`src/rtl/vora_pkg.sv`:
```
package vora_pkg;

    localparam int BUFFER_BYTES = 4096;
    localparam int HEADER_BYTES = 2;
    localparam int PTR_W        = 13;
    localparam int CNT_W        = 12;
    localparam int LINK_DEPTH   = BUFFER_BYTES / 2;
    localparam int LINK_AW      = $clog2(LINK_DEPTH);
    localparam int LINK_W       = LINK_AW + 1;
    localparam int CFG_AW       = 3;

    localparam logic [PTR_W-1:0] EVEN_MASK = 13'h1FFE;
    localparam logic [PTR_W-1:0] CAP_MAX   = PTR_W'(BUFFER_BYTES);
    localparam logic [CNT_W-1:0] COUNT_MAX = 12'hFFF;

    localparam logic [0:0] REG_CAPACITY = 1'b0;

    typedef enum logic [1:0] {
        FUNC_ALLOC = 2'd0,
        FUNC_POP   = 2'd1,
        FUNC_PEEK  = 2'd2,
        FUNC_CLEAR = 2'd3
    } t_func;

    typedef struct packed {
        logic [PTR_W-1:0] free_bytes;
        logic [PTR_W-1:0] used_bytes;
        logic             is_full;
    } t_status;

    typedef struct packed {
        logic             ok;
        logic [PTR_W-1:0] data_offset;
        logic [PTR_W-1:0] free_bytes;
        logic [PTR_W-1:0] used_bytes;
        logic [CNT_W-1:0] object_count;
        logic             is_empty;
        logic             is_full;
    } t_result;

endpackage

```
`src/rtl/vora_cfg.sv`:
```
module vora_cfg (
    input  logic                          i_clk,
    input  logic                          i_rst_n,
    input  logic                          psel,
    input  logic                          penable,
    input  logic                          pwrite,
    input  logic [vora_pkg::CFG_AW-1:0]   paddr,
    input  logic [31:0]                   pwdata,
    output logic [31:0]                   prdata,
    output logic                          pready,
    output logic [vora_pkg::PTR_W-1:0]    o_capacity
);

    logic [vora_pkg::PTR_W-1:0] r_capacity;
    logic [vora_pkg::PTR_W-1:0] n_capacity;
    logic [vora_pkg::PTR_W-1:0] wr_val;
    logic                       wr_en;

    assign pready = 1'b1;
    assign wr_en  = psel && penable && pwrite && (paddr[2] == vora_pkg::REG_CAPACITY);
    assign wr_val = pwdata[vora_pkg::PTR_W-1:0];

    // limit to the ring size and force even
    always_comb begin
        n_capacity = r_capacity;
        if (wr_en) begin
            if (wr_val > vora_pkg::CAP_MAX) begin
                n_capacity = vora_pkg::CAP_MAX & vora_pkg::EVEN_MASK;
            end else begin
                n_capacity = wr_val & vora_pkg::EVEN_MASK;
            end
        end
    end

    always_ff @(posedge i_clk) begin
        if (!i_rst_n) begin
            r_capacity <= vora_pkg::CAP_MAX & vora_pkg::EVEN_MASK;
        end else begin
            r_capacity <= n_capacity;
        end
    end

    always_comb begin
        prdata = '0;
        if (paddr[2] == vora_pkg::REG_CAPACITY) begin
            prdata = {{(32-vora_pkg::PTR_W){1'b0}}, r_capacity};
        end
    end

    assign o_capacity = r_capacity;

endmodule

```
`config.mk`:
```
export PLATFORM = sky130hd
export DESIGN_NAME = vora_cfg
export DESIGN_NICKNAME = d
export VERILOG_FILES = /design/src/rtl/vora_pkg.sv /design/src/rtl/vora_cfg.sv
export SDC_FILE = /design/constraint.sdc
export NUM_CORES = 1
export LEC_CHECK = 0
export BUFFER_PORTS_ARGS = -buffer_cell sky130_fd_sc_hd__buf_2
export CORE_MARGIN = 2
export CORE_UTILIZATION = 34
export CTS_CLUSTER_SIZE = 24
export DETAILED_ROUTE_END_ITERATION = 8
export PLACE_DENSITY = 0.81
export SYNTH_ARGS = -nofsm -noshare
export SYNTH_HDL_FRONTEND = slang
export SYNTH_SLANG_ARGS = --single-unit
```
`constraint.sdc`:
```
create_clock -name i_clk -period 1.6 [get_ports i_clk]
set_clock_uncertainty 0.2 [all_clocks]
set_input_delay 0.48 -clock i_clk [delete_from_list [all_inputs] [get_ports i_clk]]
set_output_delay 0.48 -clock i_clk [all_outputs]
set_load 0.01 [all_outputs]
```
### Word level (Yosys, flattened, before mapping)

Index checks and enable logic that the tools add are counted.

* logic and storage cells: 8
* memories kept: 0
* output and inout bits: 46
* memory bits (writable): 0
* input port bits: 40
* register bits: 13
* memory bits (read-only): 0
* bits in latches: 0

* shifts and indexed selects: 0
* $add $sub $neg: 0
* $mul: 0
* eq/ne operators: 0
* reduce and logical (&&, ||, !) cells: 3
* $lt $le $gt $ge: 1
* bitwise gates (word level): 1
* mux-type cells: 2
* div/mod/pow operators: 0

Operators by type and width (number)
* $mux 13: 2
* $gt 13x13->1 const B: 1
* $logic_and 1x1->1: 3
* $not 1->1: 1

### Logic depth before layout (Yosys ltp)

Gate-level depths: netlist of run 1.

* depth after elaboration: 3
* gate-level depth with buffers: 4
* gate-level depth less buffers: 2

### Worst setup path before layout of run 1

No wires, ideal clock.

* kind: input -> output
* start: in paddr[2] (netlist bit)
* end: out prdata[10]
* stages: 2
* data arrival time: 0.824 ns
* required time: 0.920 ns
* slack: 0.096 ns
* path buffers: 1
* cell sequence: buf_2 > nor2b_1

* longest elaborated chain between the ends: 1

Ends and longest elaborated chain
* start, declared: RTL line vora_cfg.sv:7 `input logic [vora_pkg::CFG_AW-1:0] paddr,`
* $mux 13: RTL line vora_cfg.sv:45 `if (paddr[2] == vora_pkg::REG_CAPACITY) begin`
* end, declared: RTL line vora_cfg.sv:9 `output logic [31:0] prdata,`

No other way between the ends.

### Worst setup path after layout of run 1

* start: in paddr[2] (netlist bit)
* end: out prdata[1]

Same word-level chain as after synthesis.

==> key figures, run 1 <==
Run status
  – Status: finished, violations left
  – Failing checks: setup timing

Synthesis
  – Largest cells by area after synthesis: dfxtp_1 30%, buf_4 21%, mux2i_1 15%
  – Flops & latches, synth: 12
  – FFs w/ async S/R, synth: 0%
  – Yosys warns: 0
  – Synth unique cells: 13
  – Syn Area/Cell: 8.79 sq um
  – Top cell type by total area after synthesis: dfxtp_1
  – Count leader, synth: buf_4
  – Leading register cell type out of synthesis: dfxtp_1
  – Syn Inst Count: 91
  – Seq/Total Area, Yosys: 30.0%
  – Synth Cell Area: 800 sq um
  – Top cells by count, synth: 22 x buf_4, 12 x dfxtp_1, 12 x mux2i_1, 12 x nor2b_1
  – Share of Yosys cell area claimed by the top area cell type: ~30%
  – EDFF count, synth: 0

Global route
  – Pin count of the biggest net entering global routing: 19
  – First-pass GRT wire length: 2370 um
  – Initial antenna violation count: 0
  – Overflow after GRT: 0
  – GRT Util Overall: between 10% and 20%
  – Number of global-route vias before repair: between 500 and 600

Hold path
  – HP Class: flop to flop
  – Min-delay src: o_capacity[6]$_SDFFE_PN0P_
  – Hold path depth: 2

Detailed routing
  – Number of detailed-route iterations in the first pass: 4
  – Wire per inst: 10.5 um
  – Post-Route WL: about 1700 um
  – Residual antenna-violating net count after detailed routing: 0
  – 1st-iter DRT viols: 9
  – Drt drc: 0
  – DR vias: just under 700
  – Via density: 4.18

Worst setup path
  – R2R cell count: 3
  – Critical path startpoint category: primary input
  – Worst Path Max Fanout: 6
  – Worst setup EP type: primary output
  – Critical Path Source: paddr[2]
  – Worst reg2reg path startpoint: o_capacity[12]$_SDFFE_PN1P_
  – Arrival time of the worst setup path: 0.93 ns
  – Crit Path Category: primary input to primary output
  – CP Data Required Time: just over 0.9 ns

Clock network
  – Maximum root-to-sink buffer count: 2
  – Clock buffer count from CTS: 3
  – Clock slew seen by the registers of the worst setup and hold paths: 0.08 ns
  – Total clock sinks: 12
  – Worst-Skew Late Latency: 0.27 ns
  – Htree depth: 1
  – TritonCTS clock tree: built
  – CTS root buf: clkbuf_4

Floorplan
  – Number of cell rows: 17
  – Chip width: 52.5 um
  – Placeable Area: 0.00221 sq mm
  – Initial Util: 36.1%
  – Top-Level Pins: 86
  – Die area: 0.00276 sq mm
  – Die height: 52.5 um

Timing
  – Final critical-path required period: 1.61 ns
  – Peak Freq: 0.622 GHz
  – RSZ-0062 raised after global routing: true
  – TNS Setup: -0.0321 ns
  – Endpoints failing setup: 7
  – Hold Violations, Final: 0
  – Tcrit/Tclk final: 101%
  – Final WS setup: -0.00860 ns
  – Slew Viols, Final: 0

Power
  – Pwr Density: 628 mW/mm^2
  – Leakage: 0.518 nW
  – Peak VDD IR: roughly 0.46 mV

Placement
  – Port Buffers: slightly above 40
  – HPWL Detailed: 1280 um
  – Place WS: -0.0828 ns
  – RePlAce Congestion: 0.704

Layout
  – Max reg flops: 12
  – Layout Utilization: 47.1%
  – Diodes inserted: 0
  – Register Area: 245 sq um
  – Final-stage net count: 174
  – Fraction of layout cells with a size suffix above 1: 41.4%
  – Multi-input gate area: 434 sq um
  – Filler cell count: 228
  – Layout area overhead: 30.4%

Flow run
  – Number of max-cap violations: 0
## stage by stage
| step | power (mW) | cells | hold WS [ns] | area [sq um] |
|---|---|---|---|---|
| after floorplan | 0.416 | 111 | 0.287 | 875 |
| final | 0.654 | 161 | 0.263 | 1040 |
| after global routing | 0.696 | 161 | 0.263 | 1040 |
| after global placement | 0.417 | 156 | 0.247 | 962 |
| after CTS | 0.663 | 160 | 0.267 | 1020 |
| after detailed placement | 0.420 | 156 | 0.263 | 962 |
## power by group
part / leakage (nW) / internal, mW / switching [mW]
combinational: 0.399 / 0.0509 / 0.0642
clock: 0.0210 / 0.138 / 0.0957
sequential: 0.0980 / 0.303 / 0.00266
total: 0.518 / 0.492 / 0.163
## path summary, 6_finish.rpt
check	slack, ns	to
min reg2reg	0.26	o_capacity[6]$_SDFFE_PN0P_
min	0.26	o_capacity[6]$_SDFFE_PN0P_
max	-0.009	prdata[1]
max reg2reg	0.66	o_capacity[12]$_SDFFE_PN1P_
## cell type report
cell class	count	area share, %
clock buffer	4	3.48
multi-input combinational	71	41.7
sequential	12	23.5
tap	28	3.36
timing repair buffer	46	28.0
## repair_timing
item,4_1_cts,5_1_grt
hold endpoints to repair,0,0
pin swaps,0,0
setup endpoints to repair,10,12
gates resized for setup,5,6
hold buffers,0,0
setup buffers,0,1
## layer usage
metal | wire [um] | share of wire [%] | global-route usage, % | up-vias
li1 | - | - | - | 335
met2 | 906 | 54 | 21.5 | 39
met1 | 619 | 37 | 12.8 | 299
met4 | 0 | 0 | 2.56 | 0
met3 | 162 | 9.6 | 6.00 | 0
met5 | 0 | 0 | 0 | -
## critical path, cell delays in order
cell     delay (ns)
buf_8          0.10
buf_6          0.12
nor2b_1        0.09
buf_2          0.13
## cell families after synthesis
| family | count (synthesis) | share of synthesized area, % |
|---|---|---|
| flip-flops | 12 | 30.0 |
| AND/OR/NAND/NOR | 37 | 28.0 |
| multiplexers | 12 | 15.0 |
| other | 2 | 0.939 |
| buffers and inverters | 28 | 26.0 |
## placed cells by master, fill, tap and decap left out, types with 2 or more instances in the layout
cell,instances
and2b_1,2
mux2i_1,12
buf_12,2
buf_6,3
conb_1,22
dfxtp_2,4
nand3b_1,11
clkbuf_4,3
buf_2,39
nor2b_1,11
nand2_1,11
dfxtp_1,8
(Power assumes the default switching activity.)
==> run 2, diff against run 1 <==
- CORE_MARGIN: 2 -> 4
==> run 2 against run 1 <==
  * The run still ends with setup timing left
  * Die area grew 16%
  * Setup slack lost 0.026 ns
  * Combinational power grew 3%
  * Worst hold slack gained 0.00093 ns
  * Sequential share of layout area shrank 0.12 points
  * Routed wire length grew 2.4%
  * Utilization shrank 0.45 points
  * Highest routed layer unchanged
==> key figures, run 2 (synthesis gave the netlist of run 1 again) <==
Worst setup path
  – Worst setup EP type: primary output (unchanged)
  – CP bufs+invs: 3 (unchanged)
  – Crit Path Category: primary input to primary output (unchanged)
  – Critical path startpoint category: primary input (unchanged)
  – Worst Path Max Fanout: 7 (was 6)
  – Max stage delay on crit path: 0.14 ns (was 0.13 ns)
  – Slowest cell on the critical path: buf_2 (unchanged)
  – Most Frequent Cell on Critical Path: buf_12
  – Top Family by Delay on Critical Path: buffers and inverters (unchanged)
  – Arrival time of the worst setup path: 0.95 ns (was 0.93 ns)
  – CP Data Required Time: 0.92 ns (about the same)
  – Critical path, cell by cell: buf_12, buf_12, nor2b_1, buf_2 (was buf_8, buf_6, nor2b_1, buf_2)

Detailed routing
  – Wire per inst: 10.7 um (was 10.5 um)
  – Residual antenna-violating net count after detailed routing: 0 (unchanged)
  – DR vias: 667 (was 673)
  – Post-Route WL: 1730 um (was 1690 um)
  – Number of detailed-route iterations in the first pass: 2 (was 4)
  – Via density: 4.12 (was 4.18)
  – Drt drc: 0 (unchanged)
  – 1st-iter DRT viols: 10 (was 9)

Global route
  – Pin count of the biggest net entering global routing: 14 (was 19)
  – First-pass GRT wire length: 2680 um (was 2370 um)
  – GRT Util Overall: 10.5% (was 12.1%)
  – Initial antenna violation count: 0 (unchanged)
  – Number of global-route vias before repair: 617 (was 553)
  – Overflow after GRT: 0 (unchanged)

Timing
  – Final critical-path required period: 1.63 ns (was 1.61 ns)
  – Endpoints failing setup: 7 (unchanged)
  – Slew Viols, Final: 0 (unchanged)
  – Final WS setup: -0.0342 ns (was -0.00860 ns)
  – Min Hold Slack: 0.264 ns (was 0.263 ns)
  – Peak Freq: 0.612 GHz (was 0.622 GHz)
  – RSZ-0062 raised after global routing: true (unchanged)
  – Hold Violations, Final: 0 (unchanged)
  – Tcrit/Tclk final: 102% (was 101%)

Layout
  – Final-stage net count: 176 (was 174)
  – Post-route cell area: 0.00104 sq mm (unchanged)
  – Fraction of layout cells with a size suffix above 1: 41.8% (was 41.4%)
  – Diodes inserted: 0 (unchanged)
  – Most common cell after layout, fill and taps aside: buf_2 (unchanged)
  – Filler cell count: 253 (was 228)
  – Max reg flops: 12 (unchanged)
  – Most frequent cells in the layout: 39 x buf_2, 22 x conb_1, 12 x mux2i_1 (unchanged)
  – Layout area overhead: 30.4% (unchanged)

Clock network
  – Maximum root-to-sink buffer count: 2 (unchanged)
  – Total clock sinks: 12 (unchanged)
  – Htree depth: 1 (unchanged)
  – CTS root buf: clkbuf_4 (unchanged)
  – Worst-Skew Late Latency: 0.26 ns (was 0.27 ns)
  – CTS Hold Bufs: 0 (unchanged)
  – Clock slew seen by the registers of the worst setup and hold paths: 0.07 ns (was 0.08 ns)
  – Clock buffer count from CTS: 3 (unchanged)
  – TritonCTS clock tree: built (unchanged)

Run status
  – Status: finished, violations left (unchanged)
  – Failing checks: setup timing (unchanged)

Power
  – Peak VDD IR: 0.433 mV (was 0.456 mV)
  – Leakage: 0.522 nW (was 0.518 nW)
  – Total power: 598 uW (was 654 uW)
  – Pwr Density: 573 mW/mm^2 (was 628 mW/mm^2)

Placement
  – RePlAce Congestion: 0.700 (was 0.704)
  – Port Buffers: 41 (unchanged)
  – HPWL Detailed: 1440 um (was 1280 um)
  – Area after DPL: 977 sq um (was 962 sq um)

Floorplan
  – Initial Util: 35.8% (was 36.1%)
  – Placeable Area: 0.00223 sq mm (was 0.00221 sq mm)
  – Chip width: 56.5 um (was 52.5 um)
  – Die height: 56.5 um (was 52.5 um)
  – Top-Level Pins: 86 (unchanged)
  – Die area: 0.00319 sq mm (was 0.00276 sq mm)
  – Number of cell rows: 17 (unchanged)

Hold path
  – HP Class: flop to flop (unchanged)

Flow run
  – Number of max-cap violations: 0 (unchanged)
[run 2: changes by cell type in the layout (fill, tap and decap cells not counted), sizes merged]
cell,before,now
buf,46,48
clkbuf,4,3
[run 2: cell type report]
cell class	count	area, sq um	share of cell area, %
clock buffer	3	22.5	2.16
multi-input combinational	71	437	41.9
sequential	12	244	23.4
tap	28	35.0	3.36
timing repair buffer	48	304	29.2
[run 2: what timing repair did]
action                     4_1_cts  5_1_grt
setup endpoints to repair       10       11
setup buffers                    0        1
gates resized for setup          3        7
[run 2: path summary, 6_finish.rpt]
path                                from                          end  slack [ns]  cells after the start
max reg2reg  o_capacity[12]$_SDFFE_PN1P_  o_capacity[12]$_SDFFE_PN1P_        0.65                      3
min reg2reg   o_capacity[6]$_SDFFE_PN0P_   o_capacity[6]$_SDFFE_PN0P_        0.26                      2
max                             paddr[2]                    prdata[8]       -0.03                      4
min           o_capacity[6]$_SDFFE_PN0P_   o_capacity[6]$_SDFFE_PN0P_        0.26                      2
[run 2: worst min-delay path, cell delays in order, from the launching register on]
cell     delay, ns
dfxtp_2       0.32
nand2_1       0.05
mux2i_1       0.05
[run 2: layer usage]
metal	up-vias	wire (um)	GRT usage [%]
li1	334	-	-
met1	292	612	11.1
met2	41	889	18.5
met3	0	226	6.21
met4	0	0	1.02
met5	-	0	0
[run 2: power breakdown]
part | internal, mW | total (mW) | switching (mW)
combinational | 0.0544 | 0.119 | 0.0641
clock | 0.0868 | 0.174 | 0.0872
sequential | 0.303 | 0.305 | 0.00246
total | 0.444 | 0.598 | 0.154
[run 2: stage by stage]
step           cells  setup WS (ns)  TNS (ns)  utilization (%)
2_1_floorplan    111         0.0962         0                -
3_3_place_gp     158        -0.0795    -0.668             43.8
3_5_place_dp     158        -0.0977    -0.784             43.8
4_1_cts          161        -0.0391    -0.194             45.2
5_1_grt          162        -0.0919    -0.431             46.7
6_report         162        -0.0342    -0.153             46.7
